===== config.mk =====
export PLATFORM = sky130hd
export DESIGN_NAME = char_lcd_nibble_write_sequencer_flat
export DESIGN_NICKNAME = d
export VERILOG_FILES = /design/src/rtl/core/clnws_pkg.sv /design/src/rtl/core/clnws_req_if.sv /design/src/rtl/core/clnws_pin_if.sv /design/src/rtl/core/clnws_ctrl.sv /design/src/rtl/core/clnws_dp.sv /design/src/rtl/core/char_lcd_nibble_write_sequencer.sv /design/src/flat_wrapper.sv
export VERILOG_INCLUDE_DIRS = /design/src /design/src/rtl/core
export SDC_FILE = /design/constraint.sdc
export NUM_CORES = 1
export LEC_CHECK = 0
export ABC_AREA = 1
export BUFFER_PORTS_ARGS = -buffer_cell sky130_fd_sc_hd__buf_2
export CAP_MARGIN = 20
export CORE_UTILIZATION = 30
export DETAILED_ROUTE_END_ITERATION = 8
export PLACE_DENSITY = 0.45
export SYNTH_ARGS = -nofsm -noshare
export SYNTH_HDL_FRONTEND = slang
export SYNTH_SLANG_ARGS = --single-unit

===== constraint.sdc =====
create_clock -name i_clk -period 2.3 [get_ports i_clk]
set_input_delay 0.115 -clock i_clk [delete_from_list [all_inputs] [get_ports i_clk]]
set_output_delay 0.115 -clock i_clk [all_outputs]
set_load 0.05 [all_outputs]

===== src/rtl/core/char_lcd_nibble_write_sequencer_assert.svh =====
// Assertion macros shared by the sequencer RTL.
`ifndef CHAR_LCD_NIBBLE_WRITE_SEQUENCER_ASSERT_SVH
`define CHAR_LCD_NIBBLE_WRITE_SEQUENCER_ASSERT_SVH

// Same-cycle implication, disabled during reset.
`define CLNWS_ASSERT_NOW(label, clk, rst_n, ante, cons) \
    label: assert property (@(posedge clk) disable iff (!(rst_n)) (ante) |-> (cons)) \
        else $error("sequencer check failed (same cycle)");

// Next-cycle implication, disabled during reset.
`define CLNWS_ASSERT_NEXT(label, clk, rst_n, ante, cons) \
    label: assert property (@(posedge clk) disable iff (!(rst_n)) (ante) |=> (cons)) \
        else $error("sequencer check failed (next cycle)");

`endif


===== src/rtl/core/clnws_pkg.sv =====
`timescale 1ns / 1ps
package clnws_pkg;

    // Request kinds
    typedef enum logic [2:0] {
        KIND_POWER = 3'd0,
        KIND_INSTR = 3'd1,
        KIND_DATA  = 3'd2,
        KIND_CLEAR = 3'd3,
        KIND_HOME  = 3'd4
    } t_kind;

    localparam int STEP_W = 5;

    // Set-up register indexes
    localparam logic [1:0] REG_FUNCTION_SET  = 2'd0;
    localparam logic [1:0] REG_SHIFT         = 2'd1;
    localparam logic [1:0] REG_DISPLAY_CTRL  = 2'd2;
    localparam logic [1:0] REG_ENTRY_MODE    = 2'd3;

    // Set-up register reset values
    localparam logic [7:0] RST_FUNCTION_SET  = 8'h28;
    localparam logic [7:0] RST_SHIFT         = 8'h10;
    localparam logic [7:0] RST_DISPLAY_CTRL  = 8'h0F;
    localparam logic [7:0] RST_ENTRY_MODE    = 8'h06;

    // Hold times in microseconds
    localparam logic [15:0] HOLD_POWER_ON = 16'd40000;
    localparam logic [15:0] HOLD_WAKE     = 16'd5000;
    localparam logic [15:0] HOLD_GAP      = 16'd160;
    localparam logic [15:0] HOLD_PULSE    = 16'd10;
    localparam logic [15:0] HOLD_DATA     = 16'd1000;
    localparam logic [15:0] HOLD_LEAD     = 16'd10;
    localparam logic [15:0] HOLD_NONE     = 16'd0;

    // Fixed nibbles and bytes
    localparam logic [3:0] NIB_ZERO   = 4'h0;
    localparam logic [3:0] NIB_WAKE   = 4'h3;
    localparam logic [3:0] NIB_4BIT   = 4'h2;
    localparam logic [7:0] BYTE_CLEAR = 8'h01;
    localparam logic [7:0] BYTE_HOME  = 8'h02;

    // Step offsets inside the power-up sequence
    localparam logic [STEP_W-1:0] PWR_WAKE_FIRST = 5'd2;
    localparam logic [STEP_W-1:0] PWR_WAKE_LAST  = 5'd7;
    localparam logic [STEP_W-1:0] PWR_4BIT_LAST  = 5'd9;
    localparam logic [STEP_W-1:0] PWR_BYTE_FIRST = 5'd10;

    // Controller to datapath command
    typedef struct packed {
        logic              load;
        logic              emit;
        logic              last;
        t_kind             kind;
        logic [STEP_W-1:0] step;
    } t_dp_cmd;

    // Datapath to controller status
    typedef struct packed {
        logic out_free;
    } t_dp_sts;

    // Index of the final result of each request kind
    function automatic logic [STEP_W-1:0] last_step(input t_kind kind);
        logic [STEP_W-1:0] r;
        unique case (kind)
            KIND_POWER: r = 5'd25;
            KIND_INSTR: r = 5'd3;
            default:    r = 5'd4;
        endcase
        return r;
    endfunction

endpackage


===== src/rtl/core/clnws_req_if.sv =====
`timescale 1ns / 1ps
interface clnws_req_if;
    logic       valid;
    logic       ready;
    logic [2:0] kind;
    logic [7:0] byte_value;

    modport source (output valid, output kind, output byte_value, input ready);
    modport sink   (input valid, input kind, input byte_value, output ready);
endinterface


===== src/rtl/core/clnws_pin_if.sv =====
`timescale 1ns / 1ps
interface clnws_pin_if;
    logic        valid;
    logic        ready;
    logic [3:0]  data_nibble;
    logic        reg_select;
    logic        read_write;
    logic        enable_line;
    logic [15:0] hold_us;
    logic        last;

    modport source (output valid, output data_nibble, output reg_select, output read_write,
                    output enable_line, output hold_us, output last, input ready);
    modport sink   (input valid, input data_nibble, input reg_select, input read_write,
                    input enable_line, input hold_us, input last, output ready);
endinterface


===== src/rtl/core/clnws_ctrl.sv =====
`timescale 1ns / 1ps
module clnws_ctrl
    import clnws_pkg::*;
(
    input  logic       i_clk,
    input  logic       i_rst_n,
    input  logic       i_req_valid,
    output logic       o_req_ready,
    input  logic [2:0] i_kind,
    output t_dp_cmd    o_cmd,
    input  t_dp_sts    i_sts
);

    typedef enum logic {
        S_IDLE,
        S_RUN
    } t_state;

    t_state            r_state;
    t_kind             r_kind;
    logic [STEP_W-1:0] r_step;
    logic              w_accept;
    logic              w_kind_ok;
    logic              w_emit;
    logic              w_last;

    assign o_req_ready = (r_state == S_IDLE);
    assign w_accept    = i_req_valid && o_req_ready;
    assign w_kind_ok   = (i_kind <= 3'(KIND_HOME));
    assign w_emit      = (r_state == S_RUN) && i_sts.out_free;
    assign w_last      = (r_step == last_step(r_kind));

    // Drive the datapath command
    assign o_cmd.load = w_accept;
    assign o_cmd.emit = w_emit;
    assign o_cmd.last = w_last;
    assign o_cmd.kind = r_kind;
    assign o_cmd.step = r_step;

    // Sequence state: take a request, then walk its results
    always_ff @(posedge i_clk) begin
        if (!i_rst_n) begin
            r_state <= S_IDLE;
            r_kind  <= KIND_POWER;
            r_step  <= '0;
        end else begin
            unique case (r_state)
                S_IDLE: begin
                    if (w_accept && w_kind_ok) begin
                        r_kind  <= t_kind'(i_kind);
                        r_step  <= '0;
                        r_state <= S_RUN;
                    end
                end
                S_RUN: begin
                    if (w_emit) begin
                        if (w_last) begin
                            r_state <= S_IDLE;
                        end else begin
                            r_step <= r_step + 1'b1;
                        end
                    end
                end
                default: r_state <= S_IDLE;
            endcase
        end
    end

endmodule


===== src/rtl/core/clnws_dp.sv =====
`timescale 1ns / 1ps
module clnws_dp
    import clnws_pkg::*;
(
    input  logic        i_clk,
    input  logic        i_rst_n,
    input  t_dp_cmd     i_cmd,
    output t_dp_sts     o_sts,
    input  logic [7:0]  i_byte_value,
    input  logic        i_cfg_we,
    input  logic [1:0]  i_cfg_index,
    input  logic [7:0]  i_cfg_data,
    clnws_pin_if.source o_pin
);

    logic [7:0]  r_function_set;
    logic [7:0]  r_shift;
    logic [7:0]  r_display_ctrl;
    logic [7:0]  r_entry_mode;
    logic [7:0]  r_byte;
    logic [3:0]  r_held_nibble;
    logic        r_held_select;
    logic        r_out_valid;
    logic [3:0]  r_out_nibble;
    logic        r_out_select;
    logic        r_out_enable;
    logic [15:0] r_out_hold;
    logic        r_out_last;

    logic [3:0]  n_nibble;
    logic        n_select;
    logic        n_enable;
    logic [15:0] n_hold;
    logic        w_out_free;

    assign w_out_free     = !r_out_valid || o_pin.ready;
    assign o_sts.out_free = w_out_free;

    // Set-up registers
    always_ff @(posedge i_clk) begin
        if (!i_rst_n) begin
            r_function_set <= RST_FUNCTION_SET;
            r_shift        <= RST_SHIFT;
            r_display_ctrl <= RST_DISPLAY_CTRL;
            r_entry_mode   <= RST_ENTRY_MODE;
        end else if (i_cfg_we) begin
            unique case (i_cfg_index)
                REG_FUNCTION_SET: r_function_set <= i_cfg_data;
                REG_SHIFT:        r_shift        <= i_cfg_data;
                REG_DISPLAY_CTRL: r_display_ctrl <= i_cfg_data;
                REG_ENTRY_MODE:   r_entry_mode   <= i_cfg_data;
                default:          r_entry_mode   <= r_entry_mode;
            endcase
        end
    end

    // Capture the request byte
    always_ff @(posedge i_clk) begin
        if (i_cmd.load) begin
            r_byte <= i_byte_value;
        end
    end

    // Build the pin state for the current step
    always_comb begin
        logic [STEP_W-1:0] s_m1;
        logic [STEP_W-1:0] s_m2;
        logic [STEP_W-1:0] s_m10;
        logic [1:0]        q;
        logic [7:0]        b;
        logic              use_byte;
        logic              q_en;

        s_m1     = i_cmd.step - 5'd1;
        s_m2     = i_cmd.step - PWR_WAKE_FIRST;
        s_m10    = i_cmd.step - PWR_BYTE_FIRST;
        q        = i_cmd.step[1:0];
        b        = r_byte;
        use_byte = 1'b1;
        n_nibble = r_held_nibble;
        n_select = r_held_select;
        n_enable = 1'b0;
        n_hold   = HOLD_NONE;

        case (i_cmd.kind) inside
            KIND_POWER: begin
                n_select = 1'b0;
                use_byte = 1'b0;
                if (i_cmd.step == 5'd0) begin
                    n_nibble = NIB_ZERO;
                    n_hold   = HOLD_POWER_ON;
                end else if (i_cmd.step < PWR_WAKE_FIRST) begin
                    n_nibble = NIB_WAKE;
                    n_hold   = HOLD_WAKE;
                end else if (i_cmd.step <= PWR_WAKE_LAST) begin
                    n_nibble = NIB_WAKE;
                    n_enable = !s_m2[0];
                    n_hold   = s_m2[0] ? HOLD_GAP : HOLD_PULSE;
                end else if (i_cmd.step <= PWR_4BIT_LAST) begin
                    n_nibble = NIB_4BIT;
                    n_enable = !s_m2[0];
                    n_hold   = s_m2[0] ? HOLD_NONE : HOLD_PULSE;
                end else begin
                    use_byte = 1'b1;
                    q        = s_m10[1:0];
                    case (s_m10[3:2])
                        REG_FUNCTION_SET: b = r_function_set;
                        REG_SHIFT:        b = r_shift;
                        REG_DISPLAY_CTRL: b = r_display_ctrl;
                        default:          b = r_entry_mode;
                    endcase
                end
            end
            KIND_INSTR: begin
                n_select = 1'b0;
            end
            KIND_DATA: begin
                if (i_cmd.step == 5'd0) begin
                    use_byte = 1'b0;
                    n_hold   = HOLD_DATA;
                end else begin
                    n_select = 1'b1;
                    q        = s_m1[1:0];
                end
            end
            KIND_CLEAR, KIND_HOME: begin
                b = (i_cmd.kind == KIND_CLEAR) ? BYTE_CLEAR : BYTE_HOME;
                if (i_cmd.step == 5'd0) begin
                    use_byte = 1'b0;
                    n_hold   = HOLD_LEAD;
                end else begin
                    n_select = 1'b0;
                    q        = s_m1[1:0];
                end
            end
            default: begin
                use_byte = 1'b0;
            end
        endcase

        // High nibble then low nibble, each as enable high then low
        q_en = !q[0];
        if (use_byte) begin
            n_nibble = q[1] ? b[3:0] : b[7:4];
            n_enable = q_en;
            n_hold   = q_en ? HOLD_PULSE : HOLD_NONE;
        end
    end

    // Output register and the pins last driven
    always_ff @(posedge i_clk) begin
        if (!i_rst_n) begin
            r_out_valid   <= 1'b0;
            r_held_nibble <= '0;
            r_held_select <= 1'b0;
        end else if (i_cmd.emit) begin
            r_out_valid   <= 1'b1;
            r_held_nibble <= n_nibble;
            r_held_select <= n_select;
        end else if (o_pin.ready) begin
            r_out_valid   <= 1'b0;
        end
    end

    always_ff @(posedge i_clk) begin
        if (i_cmd.emit) begin
            r_out_nibble <= n_nibble;
            r_out_select <= n_select;
            r_out_enable <= n_enable;
            r_out_hold   <= n_hold;
            r_out_last   <= i_cmd.last;
        end
    end

    assign o_pin.valid       = r_out_valid;
    assign o_pin.data_nibble = r_out_nibble;
    assign o_pin.reg_select  = r_out_select;
    assign o_pin.read_write  = 1'b0;
    assign o_pin.enable_line = r_out_enable;
    assign o_pin.hold_us     = r_out_hold;
    assign o_pin.last        = r_out_last;

endmodule


===== src/rtl/core/char_lcd_nibble_write_sequencer.sv =====
`timescale 1ns / 1ps
// 4-bit character LCD write sequencer. Each request (power-up, instruction,
// data byte, clear, home) becomes a list of timed pin states: data nibble,
// register select, read/write, enable level and a hold time in microseconds,
// with last set on the final state. A byte goes out high nibble first, each
// nibble as an enable-high then an enable-low state. The input accepts a
// request, then the result stage emits one state per clock while the sink
// takes them. The input stays closed until a request's last state is out;
// sink stalls keep it closed longer. A kind above 4 is taken and dropped. A
// new request can be taken once its predecessor's last state has entered the
// output register. The user must write the four set-up bytes used by power-up
// through the config port only while the block is idle; the block itself
// does not enforce this.
`include "char_lcd_nibble_write_sequencer_assert.svh"
module char_lcd_nibble_write_sequencer
    import clnws_pkg::*;
(
    input  logic        i_clk,
    input  logic        i_rst_n,
    clnws_req_if.sink   i_req,
    clnws_pin_if.source o_pin,
    input  logic        i_cfg_we,
    input  logic [1:0]  i_cfg_index,
    input  logic [7:0]  i_cfg_data
);

    t_dp_cmd w_cmd;
    t_dp_sts w_sts;

    clnws_ctrl u_ctrl (
        .i_clk       (i_clk),
        .i_rst_n     (i_rst_n),
        .i_req_valid (i_req.valid),
        .o_req_ready (i_req.ready),
        .i_kind      (i_req.kind),
        .o_cmd       (w_cmd),
        .i_sts       (w_sts)
    );

    clnws_dp u_dp (
        .i_clk        (i_clk),
        .i_rst_n      (i_rst_n),
        .i_cmd        (w_cmd),
        .o_sts        (w_sts),
        .i_byte_value (i_req.byte_value),
        .i_cfg_we     (i_cfg_we),
        .i_cfg_index  (i_cfg_index),
        .i_cfg_data   (i_cfg_data),
        .o_pin        (o_pin)
    );

    // A known request keeps the input closed until its last state is out
    `CLNWS_ASSERT_NEXT(a_busy_after_accept, i_clk, i_rst_n, i_req.valid && i_req.ready && (i_req.kind <= 3'(KIND_HOME)), !i_req.ready)
    // Never overwrite a result the sink has not taken
    `CLNWS_ASSERT_NOW(a_emit_into_free, i_clk, i_rst_n, w_cmd.emit, w_sts.out_free)
    // After the last state is issued the input opens again
    `CLNWS_ASSERT_NEXT(a_ready_after_last, i_clk, i_rst_n, w_cmd.emit && w_cmd.last, i_req.ready && o_pin.valid && o_pin.last)

endmodule

===== src/flat_wrapper.sv =====
// flat-port wrapper written by rule: the top's interface ports become plain ports
module char_lcd_nibble_write_sequencer_flat import clnws_pkg::*;
  (i_clk, i_rst_n, i_cfg_we, i_cfg_index, i_cfg_data, i_req_valid, i_req_kind, i_req_byte_value, i_req_ready, o_pin_valid, o_pin_data_nibble, o_pin_reg_select, o_pin_read_write, o_pin_enable_line, o_pin_hold_us, o_pin_last, o_pin_ready);
  clnws_req_if i_req_i ();
  clnws_pin_if o_pin_i ();
  input  logic i_clk;
  input  logic i_rst_n;
  input  logic i_cfg_we;
  input  logic [1:0] i_cfg_index;
  input  logic [7:0] i_cfg_data;
  input wire logic [$bits(i_req_i.valid)-1:0] i_req_valid;
  input wire logic [$bits(i_req_i.kind)-1:0] i_req_kind;
  input wire logic [$bits(i_req_i.byte_value)-1:0] i_req_byte_value;
  output wire logic [$bits(i_req_i.ready)-1:0] i_req_ready;
  output wire logic [$bits(o_pin_i.valid)-1:0] o_pin_valid;
  output wire logic [$bits(o_pin_i.data_nibble)-1:0] o_pin_data_nibble;
  output wire logic [$bits(o_pin_i.reg_select)-1:0] o_pin_reg_select;
  output wire logic [$bits(o_pin_i.read_write)-1:0] o_pin_read_write;
  output wire logic [$bits(o_pin_i.enable_line)-1:0] o_pin_enable_line;
  output wire logic [$bits(o_pin_i.hold_us)-1:0] o_pin_hold_us;
  output wire logic [$bits(o_pin_i.last)-1:0] o_pin_last;
  input wire logic [$bits(o_pin_i.ready)-1:0] o_pin_ready;
  assign i_req_i.valid = i_req_valid;
  assign i_req_i.kind = i_req_kind;
  assign i_req_i.byte_value = i_req_byte_value;
  assign i_req_ready = i_req_i.ready;
  assign o_pin_valid = o_pin_i.valid;
  assign o_pin_data_nibble = o_pin_i.data_nibble;
  assign o_pin_reg_select = o_pin_i.reg_select;
  assign o_pin_read_write = o_pin_i.read_write;
  assign o_pin_enable_line = o_pin_i.enable_line;
  assign o_pin_hold_us = o_pin_i.hold_us;
  assign o_pin_last = o_pin_i.last;
  assign o_pin_i.ready = o_pin_ready;
  char_lcd_nibble_write_sequencer u_core (.i_clk(i_clk), .i_rst_n(i_rst_n), .i_req(i_req_i), .o_pin(o_pin_i), .i_cfg_we(i_cfg_we), .i_cfg_index(i_cfg_index), .i_cfg_data(i_cfg_data));
endmodule

* Yosys cells after proc, flatten, opt, wreduce, memory -nomap -nowiden *
Cells that the tools add are included.

storage, ports and cells
  flip-flop bits (word level) = 78
  output and inout bits = 26

cells by class
  equality and inequality tests = 13
  order comparisons = 4
  muxes and demuxes = 72
  bitwise logic cells = 1
  reductions and logical operators = 19
  add/sub/neg operators = 4

operators with widths
  kind                 count
  $mux 8               10
  $mux 16              4
  $mux 4               12
  $mux 1               26
  $pmux 8 s3           1
  $mux 10              2
  $mux 2               10
  $pmux 5 s2           2
  $mux 5               3
  $mux 13              1
  $reduce_and 2->1     5
  $eq 2x2->1 const B   3
  $eq 3x2->1 const B   2
  $add 5x1->5 const B  1
  $eq 5x5->1           1
  $le 5x3->1 const B   1
  $le 5x4->1 const B   1
  $logic_not 5->1      1
  $lt 5x2->1 const B   1
  $eq 2x1->1 const B   2
  $logic_not 2->1      2
  $ne 2x1->1 const B   2
  $sub 4x4->4 const B  1
  $eq 3x1->1 const B   1
  other kinds (14)     18

* Logic depth before layout (Yosys ltp) *
Gate-level depths: netlist of run 1.

  depth in word-level cells = 10
  gate-level depth with buffers = 17
  gate-level depth less buffers = 17

* By module *
Synthesis of run 1 repeated with hierarchy kept, for this count alone.

unflattened totals
  cells, all modules = 489
  area total of the unflattened synthesis = 3,699.8 µm²

by module, submodules not included
  module      area each (µm²)  instances  sequential area each (µm²)  cells an instance
  clnws_dp    3,123.0          1          1,451.4                     405
  clnws_ctrl  576.8            1          180.2                       84

* Worst setup path before layout of run 1 *
OpenSTA, ideal clock, no wires.

  path kind = register -> register
  start point = register u_core.u_ctrl.r_step[1]
  end point = register u_core.u_dp.r_out_nibble[0], in the netlist u_core.u_dp.o_pin.data_nibble[0] (data pin)
  data arrival time = 1.687 ns
  setup slack = 0.363 ns
  setup time = 0.251 ns
  path buffers = 1
  data required time = 2.049 ns
  stages on the path, launching flop included = 12
  period minus slack after synthesis = 1.937 ns
  cells stage by stage = dfxtp_1 -> inv_1 -> ha_1 -> clkbuf_1 -> nor2_2 -> nand2_1 -> nand3_1 -> nand2_1 -> nand2_1 -> nand3_1 -> nand2_1 -> inv_1

on the way
  cells in the longest elaborated chain, start to end = 10

ends and longest elaborated chain
  element                                   line              RTL
  start: declaration                        clnws_ctrl.sv:21  logic [STEP_W-1:0] r_step;
  start signal: assignment                  clnws_ctrl.sv:60  r_step <= r_step + 1'b1;
  $sub 4x4->4                               clnws_dp.sv:76    s_m10 = i_cmd.step - PWR_BYTE_FIRST;
  $eq 2x2->1, or another cell as far along  clnws_dp.sv:106   case (s_m10[3:2])
  $pmux 8 s3                                clnws_dp.sv:106
  $mux 8                                    clnws_dp.sv:99    end else if (i_cmd.step <= PWR_4BIT_LAST) begin
  $mux 8                                    clnws_dp.sv:95    end else if (i_cmd.step <= PWR_WAKE_LAST) begin
  $mux 8                                    clnws_dp.sv:92    end else if (i_cmd.step < PWR_WAKE_FIRST) begin
  $mux 8                                    clnws_dp.sv:89    if (i_cmd.step == 5'd0) begin
  $mux 8                                    clnws_dp.sv:85    case (i_cmd.kind) inside
  $mux 4                                    clnws_dp.sv:144   n_nibble = q[1] ? b[3:0] : b[7:4];
  $mux 4 *                                  clnws_dp.sv:143   if (use_byte) begin
  via u_core.u_dp.n_nibble[0]               clnws_dp.sv:30    logic [3:0] n_nibble;
  end signal: assignment                    clnws_dp.sv:167   r_out_nibble <= n_nibble;
  end: declaration                          clnws_dp.sv:24    logic [3:0] r_out_nibble;

Mark *: on every way through the listed nets, which the timed path passes. The rest lies on a longest branch.
A chain may end at the register's enable or synchronous reset.

* Worst setup path in the final report of run 1 *
  start point = register u_core.u_ctrl.r_step[1]
  end point = register u_core.u_dp.r_out_nibble[3], in the netlist u_core.u_dp.o_pin.data_nibble[3] (data pin)

The elaborated chain is that of the path after synthesis.

==> key figures, run 1 <==
Status
  – Status: complete, no violations

Floorplanning
  – # IOs: 52
  – Die ar.: approximately 12,000 µm²
  – Die Ht: 110 µm
  – Core area: 11,400 µm²
  – Site row count: 39
  – Die X: ~110 µm
  – Starting Density: a little under a third

STA
  – Max Clk Rate: 497 MHz
  – Min Tclk post-route: about 2000 ps
  – Max Slew Vio Count: 0
  – Setup TNS Final: 0 ps
  – Final setup viols: 0
  – Period utilization: around 87%
  – Hold_ws: a little over 50 ps
  – Clock skew: ~9.2 ps
  – RSZ-0062 raised after global routing: no
  – Final Hold Fails: 0

Critical path
  – Endpoint type of the worst setup path: register
  – Startpoint Class: register
  – Worst Path Buf+Inv: 3
  – WP data arrival: approximately 2100 ps
  – CP delay by family, top: simple AND/OR/NAND/NOR gates
  – Largest stage delay, worst path: 320 ps
  – CP Class: reg -> reg
  – Required @ worst endpoint: 2390 ps
  – Crit-path max FO: 6
  – CP dominant cell by count: nand2_1
  – CP cell instances: inv_2, buf_4, ha_1, nand2_1, nor2_2, nor2_4, nand2_4, clkinv_4, nand3_1, nand2_1, nand2_1, nand2_1, nand2_1, nand2_1
  – Slowest CP cell: dfxtp_1

Placement
  – Buffers on Ports: 45
  – Post-DP Area: 3920 µm²
  – Detailed Place HPWL: 6760 µm
  – Global placement routability congestion: 0.849

Routing
  – # DRC: 0
  – Via count: roughly 3,100
  – Routed Antenna Nets: 0
  – Initial DRC Count: 91
  – 1st-pass router iterations: 4
  – Wirelength per Cell: approximately 13 µm
  – Routed Wire Length: 8850 µm
  – Vias per cell: 4.63

CTS
  – CTS tree: yes
  – Post-CTS Setup Repair Bufs: 0
  – H-tree depth: 3
  – Clk slew on worst S/H paths: about 60 ps
  – CTS Root Buffer Type: clkbuf_16
  – Worst-case clock buffer depth: 2
  – Worst-skew pair later-pin latency: about 330 ps
  – Clk sinks: 70
  – Clock buffer count from CTS: 9

Finish
  – Fin util: ~37%
  – Nets@finish: about 550
  – Filler instances: 1,262
  – Layout area overhead: 21.8%
  – Most common cell after layout, fill and taps aside: nand2_1
  – Most frequent cells in the layout: nand2_1 (85), nand3_1 (63), nor2_1 (58)
  – Layout cells sized above 1: ~20%
  – Fin area: 4280 µm²
  – ANT cells: 0

GRT
  – Total GRT Usage: 16.2%
  – Grt ovf: 0
  – First-pass GRT wire length: 14,700 µm
  – Pin count of the biggest net entering global routing: 36
  – Initial antenna violation count: 0
  – Vias in the first global route: approximately 3,000

Yosys
  – Register area share after synthesis: a little under half
  – FF+latch count, synth: 70
  – Synth Instances: roughly 460
  – Mapped Area: approximately 3500 µm²
  – Synth warnings: 0
  – Yosys cell types: 33
  – Synthesized area per cell: 7.65 µm²

Run
  – Max_cap viols: 0

Power and ir drop
  – Pleak: roughly 2 nW
  – Pwr/cell area: 815 nW/µm²
  – PnR Total Power: ~0.0035 W
  – Worst vdd ir: roughly 0.00032 V

Hold path
  – Hold Crit Class: in -> reg
## synth_stat cells (all sizes together)
cell type | number | area (µm²)
nand2 | 98 | 415
nand3 | 68 | 365
nor2 | 63 | 256
inv | 48 | 183
dfxtp | 47 | 941
o21ai | 46 | 234
a21oi | 23 | 119
edfxtp | 23 | 691
buf | 12 | 90.1
clkbuf | 6 | 22.5
ha | 6 | 75.1
nand4 | 6 | 37.5
nor3 | 3 | 15.0
a211oi | 2 | 15.0
clkinv | 2 | 12.5
o211ai | 2 | 15.0
and2 | 1 | 6.26
and3 | 1 | 6.26
conb | 1 | 3.75
xor2 | 1 | 8.76
## cell type report
cell class | instances | area [µm²] | area share [%]
Multi-Input combinational cell | 326 | 1600 | 37.3
Inverter | 50 | 195 | 4.56
Timing Repair Buffer | 65 | 395 | 9.24
Clock buffer | 10 | 239 | 5.58
Sequential cell | 70 | 1630 | 38.1
Clock inverter | 6 | 42.5 | 0.994
Tap cell | 143 | 179 | 4.18
## state kept, by name, indices dropped and copies added (netlist names), 3 cells and up
signal                         flops
u_core.u_dp.r_entry_mode           8
u_core.u_dp.r_shift                8
u_core.u_dp.r_byte                 8
u_core.u_dp.o_pin.hold_us          8
u_core.u_dp.r_held_nibble          4
u_core.u_ctrl.r_kind               3
u_core.u_ctrl.r_step               5
u_core.u_dp.r_function_set         8
u_core.u_dp.o_pin.data_nibble      4
u_core.u_dp.r_display_ctrl         8
## power breakdown
part           switching, W  leakage [nW]  internal (W)  total, W
clock              0.000546         0.144      0.000765   0.00131
combinational      0.000527          1.26      0.000222  0.000749
sequential        0.0000435         0.604       0.00138   0.00143
## cells by family (layout without fill, tap and decap cells)
| kind of cell | Yosys count | after routing | synth area share [%] |
|---|---|---|---|
| AO/OA/AOI/OAI | 73 | 73 | 10.9 |
| XOR/XNOR | 1 | 1 | 0.249 |
| flip-flops | 70 | 70 | 46.5 |
| adder cells (fa/ha/maj) | 6 | 6 | 2.14 |
| other | 1 | 6 | 0.107 |
| AND/OR/NAND/NOR | 240 | 240 | 31.4 |
| buffers and inverters | 68 | 131 | 8.76 |
## path summary, 6_finish.rpt
check                                                  from                               end  slack (ps)  cells past startpoint
worst min-delay path                          i_req_kind[0]           u_core.u_ctrl.r_kind[0]          50                      3
worst min register to register  u_core.u_dp.r_entry_mode[5]       u_core.u_dp.r_entry_mode[5]         450                      2
worst max register to register      u_core.u_ctrl.r_step[1]  u_core.u_dp.o_pin.data_nibble[3]         290                     14
worst max-delay path                u_core.u_ctrl.r_step[1]  u_core.u_dp.o_pin.data_nibble[3]         290                     14
## per-layer routing
layer / vias to the layer above / wire (µm) / track usage (%)
met5: - / 0 / 0
met4: 0 / 95 / 7.71
met3: 7 / 238 / 2.59
met2: 48 / 4270 / 27.4
met1: 1412 / 4250 / 20.0
li1: 1636 / - / -
## through the flow
stage	std cells	setup WS, ps
after floorplan	464	363
after global placement	646	227
after detailed placement	646	218
after CTS	670	213
after global routing	670	10.8
final	670	288
## tightest hold or removal path: cells and delay by family
kind	cells	cell delay, ps
AO/OA/AOI/OAI	1	50
buffers and inverters	2	170
## timing repair
item,4_1_cts,5_1_grt
gates resized for setup,0,2
setup endpoints to repair,0,4
endpoints found under the hold margin,8,0
hold buffers,8,0
No activity file was read; power rests on OpenSTA's default activity.
==> run 2, diff against run 1 <==
PLACE_DENSITY = 0.57   (was 0.45)
==> run 2 against run 1 <==
- worst setup slack worse by 45 ps
- utilization rose by 0.22 points
- routed wire length fell by 2.0%
- sequential power about the same
- clock power rose by 15%
- clock-buffer cell count rose by 3
- die area did not move
- cell count fell by 0.45%
- global-route usage is 0.089 points lower
==> key figures, run 2 (same netlist as run 1, synthesis figures left out) <==
Status
  – Status: complete, no violations

Finish
  – Filler instances: 1,203 (-4.7%)
  – Layout cells sized above 1: 19.5% (-0.65 points)
  – Most frequent cells in the layout: nand2_1 (85), nand3_1 (63), nor2_1 (58)
  – Fin util: 37.7% (+0.22 points)
  – Nets@finish: 551 (-0.54%)
  – Number of cells in the finished layout apart from fillers: 667 (-0.45%)
  – Most common cell after layout, fill and taps aside: nand2_1
  – ANT cells: 0 (unchanged)
  – Layout area overhead: 22.6%

Power and ir drop
  – Worst vdd ir: 0.000380 V (+18%)
  – Pleak: 2.01 nW (+0.20%)
  – Pwr/cell area: 851 nW/µm² (+4.5%)

CTS
  – Worst-skew pair later-pin latency: 330 ps (about the same)
  – Clk slew on worst S/H paths: 60 ps (about the same)
  – Clk sinks: 70 (unchanged)
  – H-tree depth: 3 (unchanged)
  – Clock buffer count from CTS: 9 (unchanged)
  – Worst-case clock buffer depth: 2 (unchanged)
  – CTS tree: yes
  – CTS Root Buffer Type: clkbuf_16

Placement
  – Global placement routability congestion: 0.882 (+3.9%)
  – Buffers on Ports: 45 (unchanged)
  – Detailed Place HPWL: 6620 µm (-2.0%)
  – DP Cell Count: 643 (-0.46%)
  – Setup slack at placement: 141 ps (-76.6 ps)

Critical path
  – Worst Path Buf+Inv: 3 (unchanged)
  – CP cell instances: inv_2, ha_2, inv_1, nand2_2, nand2_1, nand2_1, nand2_2, nand2_4, clkinv_4, nand3_1, nand2_1, nand2_1, nand2_1, nand2_1, nand2_1
  – CP dominant cell by count: nand2_1
  – Largest stage delay, worst path: 320 ps (about the same)
  – CP Class: reg -> reg
  – Endpoint type of the worst setup path: register
  – WP data arrival: 2150 ps (+50 ps)
  – Startpoint Class: register
  – Required @ worst endpoint: 2390 ps (about the same)
  – Crit-path max FO: 8 (+2)
  – Slowest CP cell: dfxtp_1
  – CP delay by family, top: simple AND/OR/NAND/NOR gates

Run
  – Max_cap viols: 0 (unchanged)

GRT
  – Grt met1 use: 21.2% (+1.2 points)
  – Grt ovf: 0 (unchanged)
  – Met2 global-route usage: 25.4% (-2.0 points)
  – Met3 GRT Util: 3.53% (+0.94 points)
  – Total GRT Usage: 16.1% (-0.089 points)
  – Pin count of the biggest net entering global routing: 36 (unchanged)
  – Initial antenna violation count: 0 (unchanged)
  – Vias in the first global route: 3,074 (+3.3%)
  – Top Usage Layer GRT: met2
  – First-pass GRT wire length: 14,800 µm (+0.89%)

STA
  – Max Clk Rate: 486 MHz (-2.2%)
  – Max Slew Vio Count: 0 (unchanged)
  – Min Tclk post-route: 2060 ps (+45.5 ps)
  – Period utilization: 89.5% (+2.0 points)
  – Setup WS post-layout: 243 ps (-45.5 ps)
  – Final setup viols: 0 (unchanged)
  – Clock skew: 5.75 ps (-3.49 ps)
  – Setup TNS Final: 0 ps (unchanged)
  – RSZ-0062 raised after global routing: no
  – Final Hold Fails: 0 (unchanged)

Routing
  – Routed Antenna Nets: 0 (unchanged)
  – Wirelength per Cell: 13.0 µm (-1.6%)
  – 1st-pass router iterations: 4 (unchanged)
  – Initial DRC Count: 152 (+67%)
  – # DRC: 0 (unchanged)
  – Routed Wire Length: 8670 µm (-2.0%)
  – Vias per cell: 4.78 (+3.1%)
  – Via count: 3,186 (+2.7%)

Floorplanning
  – Die ar.: 12,100 µm² (unchanged)
  – Site row count: 39 (unchanged)
  – # IOs: 52 (unchanged)
  – Core area: 11,400 µm² (unchanged)
  – Starting Density: 30.8% (unchanged)
  – Die Ht: 110 µm (unchanged)
  – Die X: 110 µm (unchanged)

Hold path
  – Hold Crit Class: in -> reg
[run 2: power breakdown]
| group | leakage [nW] | switching (W) | internal (W) | total (W) |
|---|---|---|---|---|
| combinational | 1.24 | 0.000521 | 0.000215 | 0.000736 |
| clock | 0.162 | 0.000528 | 0.000971 | 0.00150 |
| sequential | 0.604 | 0.0000472 | 0.00138 | 0.00143 |
| total | 2.01 | 0.00110 | 0.00257 | 0.00366 |
[run 2: worst paths after layout]
kind / cells past startpoint / to / slack [ps] / start
setup / recovery: 15 / u_core.u_dp.o_pin.data_nibble[1] / 240 / u_core.u_ctrl.r_step[1]
hold / removal: 3 / u_core.u_ctrl.r_kind[1] / 60 / i_req_kind[1]
setup reg to reg: 15 / u_core.u_dp.o_pin.data_nibble[1] / 240 / u_core.u_ctrl.r_step[1]
hold reg to reg: 2 / u_core.u_dp.r_display_ctrl[2] / 460 / u_core.u_dp.r_display_ctrl[2]
[run 2: stage by stage]
step | instance area [µm²] | hold WS, ps | total power [W]
global placement | 3890 | 295 | 0.00216
detailed placement | 3890 | 294 | 0.00218
floorplan | 3530 | 214 | 0.00200
CTS | 4300 | 46.5 | 0.00369
global route | 4300 | 61.8 | 0.00385
finish | 4300 | 57.8 | 0.00366
[run 2: timing repair]
action                                  4_1_cts  5_1_grt
setup buffers                                 0        0
endpoints found under the setup margin        0        8
gates resized for setup                       0        2
hold endpoints to repair                      8        0
hold buffers                                  8        0
[run 2: worst register-to-register path, cell delays in order (launching register included)]
cell,delay (ps)
dfxtp_1,320
inv_2,160
ha_2,230
inv_1,70
nand2_2,110
nand2_1,60
nand2_1,130
nand2_2,140
nand2_4,130
clkinv_4,80
nand3_1,90
nand2_1,60
nand2_1,50
nand2_1,60
nand2_1,70
nand2_1,50
[run 2: cell type report]
| type | count | area (µm²) | area share [%] |
|---|---|---|---|
| inverters | 50 | 195 | 4.53 |
| clock buffers | 13 | 282 | 6.54 |
| well taps | 143 | 179 | 4.16 |
| flip-flops and latches | 70 | 1630 | 37.9 |
| clock inverters | 3 | 47.5 | 1.10 |
| repair buffers | 62 | 373 | 8.66 |
| multi-input cells | 326 | 1600 | 37.1 |
[run 2: per-layer routing]
layer / share of wire (%) / vias up
met3: 6.7 / 15
met1: 46 / 1450
li1: - / 1624
met5: 0 / -
met2: 45 / 97
met4: 2.0 / 0
